===== src/design/argb_pkg.sv =====
// Shared types and constants for the ARGB to semi-planar YUV 4:2:0 converter.
`timescale 1ns / 1ps
`default_nettype none

package argb_pkg;

  // Frame size limits
  localparam int MAX_WIDTH  = 2048;
  localparam int MAX_HEIGHT = 2048;

  // Configuration port
  localparam int CFG_W     = 12;
  localparam int REG_IDX_W = 1;
  localparam logic [REG_IDX_W-1:0] REG_FRAME_WIDTH  = 1'd0;
  localparam logic [REG_IDX_W-1:0] REG_FRAME_HEIGHT = 1'd1;
  localparam logic [CFG_W-1:0] RESET_WIDTH  = 12'd640;
  localparam logic [CFG_W-1:0] RESET_HEIGHT = 12'd480;

  // Counter and dimension widths
  localparam int COL_W  = $clog2(MAX_WIDTH);
  localparam int ROW_W  = $clog2(MAX_HEIGHT);
  localparam int WDIM_W = $clog2(MAX_WIDTH + 1);
  localparam int HDIM_W = $clog2(MAX_HEIGHT + 1);

  typedef logic [WDIM_W-1:0]        wdim_t;
  typedef logic [HDIM_W-1:0]        hdim_t;
  typedef logic [WDIM_W+HDIM_W-1:0] area_t;

  // Addresses
  localparam int PLANE_ADDR_W = 22;
  localparam int BYTE_ADDR_W  = 23;
  typedef logic [PLANE_ADDR_W-1:0] plane_addr_t;
  typedef logic [BYTE_ADDR_W-1:0]  byte_addr_t;

  // Component codes
  localparam logic [1:0] COMP_Y = 2'd0;
  localparam logic [1:0] COMP_V = 2'd1;
  localparam logic [1:0] COMP_U = 2'd2;

  // BT.601 integer coefficients; sums are kept in 17 bits
  typedef logic [16:0] sum_t;
  localparam sum_t K_YR = 17'd66;
  localparam sum_t K_YG = 17'd129;
  localparam sum_t K_YB = 17'd25;
  localparam sum_t K_UR = 17'd38;
  localparam sum_t K_UG = 17'd74;
  localparam sum_t K_UB = 17'd112;
  localparam sum_t K_VR = 17'd112;
  localparam sum_t K_VG = 17'd94;
  localparam sum_t K_VB = 17'd18;
  localparam sum_t ROUND      = 17'd128;
  localparam sum_t CHROMA_BIAS = 17'd32896;  // rounding plus 128 << 8
  localparam logic [7:0] LUMA_OFFSET = 8'd16;

  // Queue between the front and back ends
  localparam int QDEPTH = 4;
  localparam int QPTR_W = $clog2(QDEPTH);
  localparam int QCNT_W = $clog2(QDEPTH + 1);

  typedef struct packed {
    logic [7:0]  red;
    logic [7:0]  green;
    logic [7:0]  blue;
    plane_addr_t luma_addr;
    plane_addr_t v_offset;
    plane_addr_t u_offset;
    logic        chroma;
    logic        frame_end;
  } q_entry_t;

endpackage

`default_nettype wire


===== src/design/argb_fifo.sv =====
// Small register queue between the pixel front end and the byte back end.
`timescale 1ns / 1ps
`default_nettype none

module argb_fifo (
  input  wire logic               clk,
  input  wire logic               rst,
  input  wire logic               push,
  input  wire argb_pkg::q_entry_t push_data,
  output logic                    full,
  input  wire logic               pop,
  output logic                    head_valid,
  output argb_pkg::q_entry_t      head_data
);

  argb_pkg::q_entry_t                entries [argb_pkg::QDEPTH];
  logic [argb_pkg::QPTR_W-1:0]       wr_ptr;
  logic [argb_pkg::QPTR_W-1:0]       rd_ptr;
  logic [argb_pkg::QCNT_W-1:0]       count;

  assign full       = (count == argb_pkg::QCNT_W'(argb_pkg::QDEPTH));
  assign head_valid = (count != '0);
  assign head_data  = entries[rd_ptr];

  always_ff @(posedge clk) begin
    if (push) begin
      entries[wr_ptr] <= push_data;
    end
  end

  always_ff @(posedge clk) begin
    if (rst) begin
      wr_ptr <= '0;
      rd_ptr <= '0;
      count  <= '0;
    end else begin
      if (push) begin
        wr_ptr <= wr_ptr + 1'b1;
      end
      if (pop) begin
        rd_ptr <= rd_ptr + 1'b1;
      end
      if (push && !pop) begin
        count <= count + 1'b1;
      end else if (pop && !push) begin
        count <= count - 1'b1;
      end
    end
  end

endmodule

`default_nettype wire


===== src/design/argb_front.sv =====
// Front end: frame registers, raster counters and per-pixel address classification.
`timescale 1ns / 1ps
`default_nettype none

module argb_front (
  input  wire logic                               clk,
  input  wire logic                               rst,
  input  wire logic                               cfg_we,
  input  wire logic [argb_pkg::REG_IDX_W-1:0]     cfg_index,
  input  wire logic [argb_pkg::CFG_W-1:0]         cfg_data,
  input  wire logic                               accept,
  input  wire logic [31:0]                        argb_word,
  output argb_pkg::q_entry_t                      entry,
  output argb_pkg::byte_addr_t                    chroma_base
);

  logic [argb_pkg::CFG_W-1:0] frame_width;
  logic [argb_pkg::CFG_W-1:0] frame_height;
  logic [argb_pkg::COL_W-1:0] column_count;
  logic [argb_pkg::ROW_W-1:0] row_count;
  argb_pkg::plane_addr_t      luma_address;
  argb_pkg::plane_addr_t      chroma_offset;

  argb_pkg::wdim_t            eff_w;
  argb_pkg::wdim_t            clamp_w;
  argb_pkg::hdim_t            eff_h;
  argb_pkg::area_t            area;
  logic [argb_pkg::COL_W:0]   col_p1;
  logic [argb_pkg::ROW_W:0]   row_p1;
  logic                       row_end;
  logic                       frame_end;
  logic                       chroma;
  argb_pkg::plane_addr_t      offset_p1;

  // Clamp the programmed size into range; width is forced even
  always_comb begin
    if (frame_width < 12'd2) begin
      clamp_w = argb_pkg::wdim_t'(2);
    end else if (32'(frame_width) > argb_pkg::MAX_WIDTH) begin
      clamp_w = argb_pkg::wdim_t'(argb_pkg::MAX_WIDTH);
    end else begin
      clamp_w = argb_pkg::wdim_t'(frame_width);
    end
    eff_w = clamp_w & ~argb_pkg::wdim_t'(1);

    if (frame_height == '0) begin
      eff_h = argb_pkg::hdim_t'(1);
    end else if (32'(frame_height) > argb_pkg::MAX_HEIGHT) begin
      eff_h = argb_pkg::hdim_t'(argb_pkg::MAX_HEIGHT);
    end else begin
      eff_h = argb_pkg::hdim_t'(frame_height);
    end

    area = eff_w * eff_h;
  end

  assign col_p1    = {1'b0, column_count} + 1'b1;
  assign row_p1    = {1'b0, row_count} + 1'b1;
  assign row_end   = (col_p1 >= eff_w);
  assign frame_end = row_end && (row_p1 >= eff_h);
  assign chroma    = !row_count[0] && !column_count[0];
  assign offset_p1 = chroma_offset + 1'b1;

  always_comb begin
    entry.red       = argb_word[23:16];
    entry.green     = argb_word[15:8];
    entry.blue      = argb_word[7:0];
    entry.luma_addr = luma_address;
    entry.v_offset  = chroma_offset;
    entry.u_offset  = offset_p1;
    entry.chroma    = chroma;
    entry.frame_end = frame_end;
  end

  // Chroma plane base, registered from the frame area; only read by the back end
  always_ff @(posedge clk) begin
    chroma_base <= argb_pkg::byte_addr_t'(area);
  end

  always_ff @(posedge clk) begin
    if (rst) begin
      frame_width  <= argb_pkg::RESET_WIDTH;
      frame_height <= argb_pkg::RESET_HEIGHT;
    end else if (cfg_we) begin
      unique case (cfg_index)
        argb_pkg::REG_FRAME_WIDTH:  frame_width  <= cfg_data;
        argb_pkg::REG_FRAME_HEIGHT: frame_height <= cfg_data;
      endcase
    end
  end

  always_ff @(posedge clk) begin
    if (rst) begin
      column_count  <= '0;
      row_count     <= '0;
      luma_address  <= '0;
      chroma_offset <= '0;
    end else if (accept) begin
      if (frame_end) begin
        column_count  <= '0;
        row_count     <= '0;
        luma_address  <= '0;
        chroma_offset <= '0;
      end else begin
        luma_address <= luma_address + 1'b1;
        if (chroma) begin
          chroma_offset <= offset_p1 + 1'b1;
        end
        if (row_end) begin
          column_count <= '0;
          row_count    <= row_p1[argb_pkg::ROW_W-1:0];
        end else begin
          column_count <= col_p1[argb_pkg::COL_W-1:0];
        end
      end
    end
  end

endmodule

`default_nettype wire


===== src/design/argb_back.sv =====
// Back end: color conversion and byte sequencing into the output register.
`timescale 1ns / 1ps
`default_nettype none

module argb_back (
  input  wire logic                  clk,
  input  wire logic                  rst,
  input  wire logic                  head_valid,
  input  wire argb_pkg::q_entry_t    head_data,
  input  wire argb_pkg::byte_addr_t  chroma_base,
  output logic                       pop,
  output logic                       out_valid,
  input  wire logic                  out_stall,
  output logic [1:0]                 component,
  output argb_pkg::byte_addr_t       byte_address,
  output logic [7:0]                 byte_value,
  output logic                       last_of_pixel,
  output logic                       last_of_frame
);

  argb_pkg::sum_t        r17;
  argb_pkg::sum_t        g17;
  argb_pkg::sum_t        b17;
  argb_pkg::sum_t        y_sum;
  argb_pkg::sum_t        u_sum;
  argb_pkg::sum_t        v_sum;

  logic                  work_valid;
  logic [1:0]            phase;
  logic [1:0]            phase_next;
  logic [7:0]            work_y;
  logic [7:0]            work_u;
  logic [7:0]            work_v;
  argb_pkg::byte_addr_t  work_luma_addr;
  argb_pkg::byte_addr_t  work_v_addr;
  argb_pkg::byte_addr_t  work_u_addr;
  logic                  work_chroma;
  logic                  work_frame_end;

  logic                  out_free;
  logic                  emit;
  logic                  done;

  // Sums stay within 0..65535 for any input, so bits 15:8 are already saturated
  always_comb begin
    r17   = argb_pkg::sum_t'(head_data.red);
    g17   = argb_pkg::sum_t'(head_data.green);
    b17   = argb_pkg::sum_t'(head_data.blue);
    y_sum = argb_pkg::K_YR * r17 + argb_pkg::K_YG * g17 + argb_pkg::K_YB * b17
            + argb_pkg::ROUND;
    u_sum = argb_pkg::K_UB * b17 + argb_pkg::CHROMA_BIAS
            - argb_pkg::K_UR * r17 - argb_pkg::K_UG * g17;
    v_sum = argb_pkg::K_VR * r17 + argb_pkg::CHROMA_BIAS
            - argb_pkg::K_VG * g17 - argb_pkg::K_VB * b17;
  end

  assign out_free = !out_valid || !out_stall;
  assign emit     = work_valid && out_free;
  assign done     = emit && ((phase == argb_pkg::COMP_U) ||
                             ((phase == argb_pkg::COMP_Y) && !work_chroma));
  assign pop      = head_valid && (!work_valid || done);

  always_comb begin
    unique case (phase)
      argb_pkg::COMP_Y: phase_next = argb_pkg::COMP_V;
      argb_pkg::COMP_V: phase_next = argb_pkg::COMP_U;
      default:          phase_next = argb_pkg::COMP_Y;
    endcase
  end

  always_ff @(posedge clk) begin
    if (rst) begin
      work_valid <= 1'b0;
      phase      <= argb_pkg::COMP_Y;
    end else if (pop) begin
      work_valid <= 1'b1;
      phase      <= argb_pkg::COMP_Y;
    end else if (done) begin
      work_valid <= 1'b0;
    end else if (emit) begin
      phase <= phase_next;
    end
  end

  always_ff @(posedge clk) begin
    if (pop) begin
      work_y         <= y_sum[15:8] + argb_pkg::LUMA_OFFSET;
      work_u         <= u_sum[15:8];
      work_v         <= v_sum[15:8];
      work_luma_addr <= argb_pkg::byte_addr_t'(head_data.luma_addr);
      work_v_addr    <= chroma_base + argb_pkg::byte_addr_t'(head_data.v_offset);
      work_u_addr    <= chroma_base + argb_pkg::byte_addr_t'(head_data.u_offset);
      work_chroma    <= head_data.chroma;
      work_frame_end <= head_data.frame_end;
    end
  end

  always_ff @(posedge clk) begin
    if (rst) begin
      out_valid <= 1'b0;
    end else if (out_free) begin
      out_valid <= work_valid;
    end
  end

  always_ff @(posedge clk) begin
    if (emit) begin
      component <= phase;
      case (phase)
        argb_pkg::COMP_Y: begin
          byte_address  <= work_luma_addr;
          byte_value    <= work_y;
          last_of_pixel <= !work_chroma;
          last_of_frame <= work_frame_end && !work_chroma;
        end
        argb_pkg::COMP_V: begin
          byte_address  <= work_v_addr;
          byte_value    <= work_v;
          last_of_pixel <= 1'b0;
          last_of_frame <= 1'b0;
        end
        default: begin
          byte_address  <= work_u_addr;
          byte_value    <= work_u;
          last_of_pixel <= 1'b1;
          last_of_frame <= work_frame_end;
        end
      endcase
    end
  end

endmodule

`default_nettype wire


===== src/design/argb_to_yuv420_semiplanar_core.sv =====
// Top level of the ARGB to semi-planar YUV 4:2:0 (V before U) converter.
`timescale 1ns / 1ps
`default_nettype none

// Takes one ARGB pixel per transfer in raster order and emits one byte per
// transfer: the BT.601 luma byte at its luma-plane address, and for pixels on
// an even row and even column a V byte and a U byte after it, in the
// interleaved chroma plane that starts at width*height. A pixel yields one
// output byte if it yields only luma and three bytes otherwise; the one-byte
// output register holds one byte at a time. The front end accepts a pixel
// every cycle while its four-entry queue has room, so input and output stall
// independently. With the queue empty and the back end idle, the first output
// byte passes from the queue entry through the work registers into the output
// register. Frame width and height are to be taken on the write port only
// while no pixel is in flight; the block itself does not enforce this.

module argb_to_yuv420_semiplanar_core (
  input  wire logic                           clk,
  input  wire logic                           rst,
  input  wire logic                           cfg_we,
  input  wire logic [argb_pkg::REG_IDX_W-1:0] cfg_index,
  input  wire logic [argb_pkg::CFG_W-1:0]     cfg_data,
  input  wire logic                           in_valid,
  output logic                                in_stall,
  input  wire logic [31:0]                    argb_word,
  output logic                                out_valid,
  input  wire logic                           out_stall,
  output logic [1:0]                          component,
  output logic [argb_pkg::BYTE_ADDR_W-1:0]    byte_address,
  output logic [7:0]                          byte_value,
  output logic                                last_of_pixel,
  output logic                                last_of_frame
);

  argb_pkg::q_entry_t   push_entry;
  argb_pkg::q_entry_t   head_entry;
  argb_pkg::byte_addr_t chroma_base;
  logic                 queue_full;
  logic                 head_valid;
  logic                 pop;
  logic                 accept;

  assign in_stall = queue_full;
  assign accept   = in_valid && !queue_full;

  argb_front u_front (
    .clk         (clk),
    .rst         (rst),
    .cfg_we      (cfg_we),
    .cfg_index   (cfg_index),
    .cfg_data    (cfg_data),
    .accept      (accept),
    .argb_word   (argb_word),
    .entry       (push_entry),
    .chroma_base (chroma_base)
  );

  argb_fifo u_fifo (
    .clk        (clk),
    .rst        (rst),
    .push       (accept),
    .push_data  (push_entry),
    .full       (queue_full),
    .pop        (pop),
    .head_valid (head_valid),
    .head_data  (head_entry)
  );

  argb_back u_back (
    .clk           (clk),
    .rst           (rst),
    .head_valid    (head_valid),
    .head_data     (head_entry),
    .chroma_base   (chroma_base),
    .pop           (pop),
    .out_valid     (out_valid),
    .out_stall     (out_stall),
    .component     (component),
    .byte_address  (byte_address),
    .byte_value    (byte_value),
    .last_of_pixel (last_of_pixel),
    .last_of_frame (last_of_frame)
  );

endmodule

`default_nettype wire


===== config.mk =====
export PLATFORM = sky130hd
export DESIGN_NAME = argb_to_yuv420_semiplanar_core
export DESIGN_NICKNAME = d
export VERILOG_FILES = /design/src/design/argb_pkg.sv /design/src/design/argb_fifo.sv /design/src/design/argb_front.sv /design/src/design/argb_back.sv /design/src/design/argb_to_yuv420_semiplanar_core.sv
export SDC_FILE = /design/constraint.sdc
export NUM_CORES = 1
export LEC_CHECK = 0
export BUFFER_PORTS_ARGS = -buffer_cell sky130_fd_sc_hd__buf_4
export CORE_ASPECT_RATIO = 1.25
export CORE_MARGIN = 2
export CORE_UTILIZATION = 47
export CTS_BUF_LIST = sky130_fd_sc_hd__clkbuf_4 sky130_fd_sc_hd__clkbuf_8
export CTS_CLUSTER_DIAMETER = 100
export DETAILED_ROUTE_END_ITERATION = 10
export PLACE_DENSITY = 0.63
export SKIP_LAST_GASP = 1
export SYNTH_ARGS = -nofsm -noshare
export SYNTH_HDL_FRONTEND = slang
export SYNTH_SLANG_ARGS = --single-unit

===== constraint.sdc =====
create_clock -name clk -period 6.9 [get_ports clk]
set_input_delay 0.69 -clock clk [delete_from_list [all_inputs] [get_ports clk]]
set_output_delay 0.69 -clock clk [all_outputs]
set_load 0.02 [all_outputs]

* After elaboration in Yosys (flattened, before gate mapping)
Memories as Yosys holds them, arrays and structs flattened. A register that Yosys moved wholly into a read port is not among the register bits.
Cells that the tools add are included.
** Storage, ports and cells
- Register bits after elaboration :: 252
- Memory bits (writable) :: 368
- Input port bits :: 50
- Output and inout bits :: 37
- Logic and storage cells :: 127
- Memories kept :: 1
** Memories
- u_fifo.entries :: words 4, bits a word 92, rd ports 1, clocked after Yosys merged registers in 1, wr ports 1, RTL line argb_fifo.sv:16 : argb_pkg::q_entry_t entries [argb_pkg::QDEPTH];
** Cells by class
- Add/sub/neg operators :: 21
- Multiply operators :: 10
- Magnitude comparators :: 5
- Equality and inequality tests :: 3
- Muxes and demuxes :: 24
- Bitwise operators :: 2
- Reduce and logical (&&, ||, !) cells :: 35
** Operators with widths (count)
- 22-bit by 1-bit adder with 22-bit output (second input constant) :: 3
- 22-bit two-way mux :: 3
- 12-bit two-way mux :: 4
- 23-bit by 22-bit adder with 23-bit output :: 2
- 23-bit case mux with 2 select lines :: 1
- 11-bit two-way mux :: 4
- 6-bit by 8-bit multiplier with 14-bit output (first input constant) :: 3
- 15-bit by 16-bit adder with 16-bit output (second input constant) :: 2
- 16-bit by 15-bit subtractor with 16-bit output :: 2
- 5-bit by 8-bit multiplier with 13-bit output (first input constant) :: 2
- 11-bit by 1-bit adder with 12-bit output (second input constant) :: 2
- 12-bit greater-or-equal comparator :: 2
- 12-bit > comparator (second input constant) :: 2
- 11-bit by 12-bit multiplier with 22-bit output :: 1
- 3-bit by 8-bit multiplier with 11-bit output (first input constant) :: 2
- 15-bit by 16-bit adder with 16-bit output :: 1
- 16-bit by 13-bit adder with 16-bit output :: 1
- 16-bit by 8-bit adder with 16-bit output (second input constant) :: 1
- 8-bit by 8-bit multiplier with 16-bit output (first input constant) :: 1
- 8-bit case mux with 2 select lines :: 1
- 16-bit by 13-bit subtractor with 16-bit output :: 1
- 16-bit by 14-bit subtractor with 16-bit output :: 1
- 12-bit logical NOT :: 1
- 12-bit by 2-bit less-than comparator with 1-bit output (second input constant) :: 1
- other kinds (22) :: 56

* Depth between registers and ports, before layout
Gate-level depths: netlist (run 1).
- Depth in word-level cells :: 9
- Gate-level depth with buffers :: 28
- Depth with buffers taken out :: 25

* Hierarchy
A second synthesis (run 1) with hierarchy kept.
** Unflattened totals
- Cells, all modules :: 3000
- Area, all modules :: 37123.1 sq um
** By module, submodules not included
- argb_back :: times used 1, cells an instance 1322, area an instance 13855.8 sq um, sequential area each 3953.8 sq um
- argb_fifo :: times used 1, cells an instance 524, area an instance 13706.9 sq um, sequential area each 11230.8 sq um
- argb_front :: times used 1, cells an instance 1153, area an instance 9546.7 sq um, sequential area each 2222.1 sq um
- argb_to_yuv420_semiplanar_core :: times used 1, cells an instance 1, area an instance 13.8 sq um, sequential area each 0.0 sq um

* Worst setup path after synthesis (run 1)
Ideal clock, no wire load.
- Path type :: flip-flop to flip-flop
- Start :: register with a tool-made name
- End :: register u_back.work_y[7] (data pin)
- Library setup time :: 0.260 ns
- Arrival time :: 6.696 ns
- Data required time :: 6.640 ns
- Setup slack :: -0.055 ns
- Cell stages (with the launch flop) :: 23
- Buffers on the path :: 3
- Period minus slack after synthesis :: 6.955 ns
- Path through :: dfxtp_1 clkbuf_1 buf_1 buf_2 mux4_2 ha_1 ha_1 ha_1 inv_1 fa_1 inv_1 ha_1 fa_1 fa_1 fa_1 ha_1 o211a_1 a221oi_2 o21ai_1 o21a_1 o311ai_2 mux2i_1 xnor2_1
** RTL lines
- end signal: assignment :: RTL line argb_back.sv:87 : work_y <= y_sum[15:8] + argb_pkg::LUMA_OFFSET;
- end: declaration :: RTL line argb_back.sv:31 : logic [7:0] work_y;

==> results of run 1 <==
## area by class of cell
class | count | area, µm² | share of cell area
tap | 969 | 1212 | 0.03046
inverter | 346 | 1299 | 0.03263
timing repair buffer | 157 | 1195 | 0.03002
multi-input combinational | 1883 | 17390 | 0.4368
clock inverter | 30 | 336.6 | 0.008456
antenna | 1 | 2.502 | 0.00006287
sequential | 597 | 16700 | 0.4195
clock buffer | 138 | 1674 | 0.04206
## worst max-delay path, delay by kind of cell, from the launching register on
family / cells / cell delay [ps]
DFF: 1 / 360
buffers and inverters: 2 / 260
AOI/OAI and AO/OA: 6 / 1580
xor gates and xnor gates: 1 / 90
muxes: 2 / 800
adders and majority gates: 9 / 3200
## cell families after synthesis
kind of cell	Yosys count	synth area share
fa+ha+maj	532	0.2238
mux	119	0.06397
simple gates	669	0.08795
xor+xnor	154	0.03780
flops	597	0.4677
compound gates	409	0.07291
buf+inv	431	0.04587
## per-layer routing
layer / share of wire / up-vias / global-route usage
met5: 0 / - / 0
met4: 0.041 / 0 / 0.08982
met3: 0.029 / 160 / 0.02482
met2: 0.55 / 381 / 0.3941
met1: 0.38 / 11102 / 0.2204
li1: - / 10639 / -
## registers in the layout (all words and copies together), names as in the netlist, 12 cells and up, named ones only
signal / count
u_back.byte_address: 23
u_front.frame_height: 12
u_front.luma_address: 22
u_back.work_v_addr: 20
u_front.chroma_base: 22
u_front.frame_width: 12
u_back.work_luma_addr: 22
u_fifo.entries: 348
u_front.chroma_offset: 21
u_back.work_u_addr: 22
## placed cells by master (no fill, tap or decap), types with 13 or more instances in the layout
cell type	count
and3_1	35
mux2i_1	30
fa_1	177
edfxtp_1	473
o21ai_0	100
o21a_1	18
nand3b_1	25
dfxtp_1	120
mux4_2	87
nor2b_1	29
xor2_1	54
nand4_1	15
buf_4	155
o31ai_1	13
or3_1	19
a21o_1	27
ha_1	355
o21bai_1	24
nand2_1	209
xnor2_1	100
and2_1	13
clkinv_1	18
nand3_1	38
a21oi_1	143
inv_1	338
nor3_1	37
nor2_1	198
clkbuf_8	102
clkbuf_4	36
## final timing paths
path	start	endpoint	slack [ps]	depth (start not counted)
setup / recovery	register	u_back.work_y[7]	340	20
hold / removal	argb_word[18]	u_fifo.entries[0][86]	200	1
setup reg to reg	register	u_back.work_y[7]	340	20
hold reg to reg	u_front.frame_width[0]	u_front.frame_width[0]	460	2
## repair_timing
item,in CTS,in global routing
hold buffers,0,0
resized for setup,0,5
setup endpoints to repair,0,9
buffers inserted,0,11
## per-stage QoR
| step | utilization | TNS [ps] |
|---|---|---|
| floorplan | - | 0 |
| global placement | 0.5026 | 0 |
| detailed placement | 0.5026 | 0 |
| CTS | 0.5294 | 0 |
| global route | 0.5309 | -14.16 |
| finish | 0.5309 | 0 |
==> results.json, run 1 <==
{
  "ys_seq_elements": 597,
  "port-buffer-count": 78,
  "routed_wl_um": 78400,
  "nets": 3659,
  "fin_crit_sh": 0.9502,
  "netlist_instances": 2911,
  "yosysWarnings": 0,
  "path_max_fanout": 11,
  "status": "complete, no violations",
  "numCtsBuffers": 92,
  "timing.fmax_mhz": 152.5,
  "critPathLaunchType": "register",
  "synth_top_area_frac": 0.3981,
  "finClkSkew_ps": 38.59,
  "path_clk_slew_ps": 70,
  "fin_area_mm2": 0.03980,
  "routed_via_density": 5.407,
  "vias": 22282,
  "synth_area_mm2": 0.03568,
  "synth.cells.most_frequent": "edfxtp_1, ha_1, inv_1",
  "clkSinkCount": 597,
  "dp_cells": 3941,
  "critPathMostFrequentCell": "ha_1",
  "cp_slowest_stage_delay_ps": 540,
  "grt_antenna_before_repair": 1,
  "tritoncts": "done",
  "cts_root_buffer": "clkbuf_8",
  "yosysMostFrequentCell": "edfxtp_1",
  "ant_nets": 0,
  "post_drt_wl_per_cell_um": 19.02,
  "first_global_vias": 23575,
  "setup_slack_ps": 343.8,
  "core_area_mm2": 0.07497,
  "slew_violations": 0,
  "tightest_slew_ps": 1102,
  "cts_max_level": 3,
  "place_congestion": 0.9440,
  "syn_area_per_cell_um2": 12.26,
  "synth.distinct_cells": 74,
  "hpwl_um": 58220,
  "drive_above_1_share": 0.1403,
  "cp-end-kind": "register",
  "hold_violations": 0,
  "dieArea_mm2": 0.07814,
  "maxCapViolCount": 0,
  "pre_cts_ws_ps": 138.8,
  "hold_class": "in -> reg",
  "dieWidth_um": 250.4,
  "ys.flop_type": "edfxtp_1",
  "pin_count": 87,
  "period_needed_ps": 6556,
  "rows": 112,
  "slew_headroom": 0.2652,
  "synthTopCellsByArea": "edfxtp_1, ha_1, fa_1",
  "worst_hold_slack_ps": 195.3,
  "dieHeight_um": 312.0,
  "synth_seq_area_share": 0.4677,
  "grt_max_degree": 65,
  "insertion_delay_ps": 700,
  "finalSetupViolCount": 0,
  "arrival_ps": 6970,
  "grt_first_pass_wirelength_um": 124400,
  "cts_buffer_depth": 3,
  "placed_area_mm2": 0.03768,
  "grt_setup_unrepaired": "true",
  "worstSetupPathType": "reg -> reg",
  "cp_cell_sequence": "buf_12 > buf_4 > mux4_2 > ha_1 > ha_1 > ha_1 > ha_1 > ha_1 > fa_1 > fa_1 > fa_1 > ha_1 > a2111oi_4 > o21ai_1 > a221oi_2 > o21ai_1 > o21a_1 > o311ai_2 > mux2i_1 > xnor2_1",
  "start_util": 0.4759,
  "synth-edff-count": 473,
  "drt_iter0_markers": 1115,
  "final_cells": 4121,
  "area_growth_pct": 11.56,
  "crit_slowest_cell": "mux4_2",
  "dr.pass1.iters": 5,
  "grt-ovfl-total": 0,
  "syn-num-nets": 3493,
  "synth_top_area_cell": "edfxtp_1",
  "required_ps": 7320,
  "async_flop_share": 0,
  "grt_usage": 0.2036,
  "drc": 0,
  "fillers": 6320
}
Power of run 1 is not shown: default switching activity piles up to over one toggle a cycle in this logic, so the estimate is an artifact.
==> run 2, diff against run 1 <==
ABC_CLOCK_PERIOD_IN_PS = 6900   (was default)
PLACE_DENSITY = default   (was 0.63)
PLACE_DENSITY_LB_ADDON = 0.08   (was default)
==> results.json, run 2 (synthesized netlist as in run 1, its figures left out) <==
{
  "cp_slowest_stage_delay_ps": 560,
  "dr.pass1.iters": 5,
  "crit_family": "adder cells",
  "groute.layer.met3.usage": 0.02582,
  "top_register": "u_fifo.entries",
  "worstHoldEndpoint": "u_fifo.entries[3][72]",
  "core_area_mm2": 0.07497,
  "dieHeight_um": 312.0,
  "routed_wl_um": 80730,
  "tritoncts": "done",
  "area_growth_pct": 11.52,
  "reg2reg_slack_ps": 330,
  "cts_buffer_depth": 3,
  "setup_slack_ps": 330.2,
  "start_util": 0.4759,
  "dieWidth_um": 250.4,
  "arrival_ps": 7020,
  "routed_via_density": 5.375,
  "regArea_mm2": 0.01670,
  "hold_violations": 0,
  "top_usage_layer": "met2",
  "fillers": 6418,
  "finClkSkew_ps": 54.42,
  "cts_root_buffer": "clkbuf_8",
  "hpwl_um": 60720,
  "hold_class": "in -> reg",
  "r2r-end": "u_back.work_y[6]",
  "critPathMostFrequentCell": "ha_1",
  "numCtsBuffers": 94,
  "clkSinkCount": 597,
  "critPathLaunchType": "register",
  "worstSetupPathType": "reg -> reg",
  "multi_input_area_mm2": 0.01741,
  "maxCapViolCount": 0,
  "nets": 3655,
  "place_congestion": 0.9384,
  "grtUsageMet1": 0.2236,
  "ant_nets": 0,
  "tightest_slew_ps": 1010,
  "port-buffer-count": 78,
  "drt_iter0_markers": 1077,
  "grt_first_pass_wirelength_um": 127400,
  "grt_use_met2": 0.4136,
  "finalSetupViolCount": 0,
  "timing.fmax_mhz": 152.2,
  "fin_crit_sh": 0.9522,
  "worst_hold_slack_ps": 180.4,
  "r2r_cells": 22,
  "cp_cell_sequence": "buf_12 > buf_12 > mux4_2 > ha_1 > ha_1 > ha_1 > inv_1 > fa_1 > xnor2_1 > ha_1 > fa_1 > fa_1 > fa_1 > ha_1 > ha_1 > nor3_1 > o21ai_1 > a311oi_1 > nor2_1 > ha_1 > xor2_1 > xnor2_1",
  "first_global_vias": 23646,
  "cts_max_level": 3,
  "required_ps": 7350,
  "vias": 22160,
  "largest_reg_flops": 348,
  "layout_commonest_cell": "edfxtp_1",
  "crit_slowest_cell": "mux4_2",
  "pre_cts_ws_ps": 173.0,
  "final_util": 0.5307,
  "drc": 0,
  "post_drt_wl_per_cell_um": 19.58,
  "top_regs": "u_fifo.entries (348), u_back.byte_address (23)",
  "rows": 112,
  "grt_max_degree": 63,
  "final_cell_mix": "edfxtp_1, ha_1, inv_1",
  "status": "complete, no violations",
  "pin_count": 87,
  "insertion_delay_ps": 730,
  "min_path_cells": 1,
  "path_max_fanout": 12,
  "path_clk_slew_ps": 60,
  "slew_violations": 0,
  "period_needed_ps": 6570,
  "grt_usage": 0.2109,
  "hold_start": "argb_word[4]",
  "dieArea_mm2": 0.07814,
  "grt_antenna_before_repair": 1,
  "grt-ovfl-total": 0,
  "path_buf_inv": 3,
  "cts_hold_buf": 0,
  "drive_above_1_share": 0.1421,
  "grt_setup_unrepaired": "true",
  "slew_headroom": 0.3266,
  "cp-end-kind": "register"
}
[run 2: changes by cell type in the layout (fill, tap and decap cells not counted), moves of 2 or more]
cell,previous run,this run
a21oi_1,143,139
o21ai_2,1,3
a21oi_2,0,4
bufinv_16,7,2
inv_6,1,3
clkbuf_8,102,106
buf_4,155,149
clkinv_8,0,2
clkbuf_4,36,41
[run 2: through the flow]
stage | cells | area, µm² | TNS [ps]
floorplan | 2911 | 35680 | 0
global placement | 3942 | 37710 | 0
detailed placement | 3942 | 37710 | 0
CTS | 4118 | 39720 | 0
global route | 4123 | 39790 | -49.52
finish | 4123 | 39790 | 0
[run 2: per-layer routing]
layer / vias to the layer above / part of all wire
met5: - / 0
met3: 160 / 0.028
met2: 340 / 0.56
met1: 11023 / 0.37
met4: 0 / 0.040
li1: 10637 / -
[run 2: cell type report]
class | count | share of cell area
repair buffers | 151 | 0.02912
multi-input cells | 1883 | 0.4376
diodes | 1 | 0.00006289
inverters | 346 | 0.03264
well taps | 969 | 0.03047
flip-flops and latches | 597 | 0.4196
clock inverters | 29 | 0.006069
clock buffers | 147 | 0.04440
[run 2: worst max-delay path by stage]
stage / start / cells past startpoint / endpoint
floorplan: out_stall / 11 / u_fifo.count[2]
global placement: register / 26 / u_back.work_v[6]
detailed placement: register / 20 / u_back.work_y[7]
CTS: register / 26 / u_back.work_v[6]
global route: register / 26 / u_back.work_v[6]
finish: register / 22 / u_back.work_y[6]
[run 2: timing repair]
item,in CTS,in global routing
resized for setup,0,10
endpoints found under the hold margin,0,0
endpoints found under the setup margin,0,7
buffers inserted,0,4
Power of run 2 is left out for the same reason.
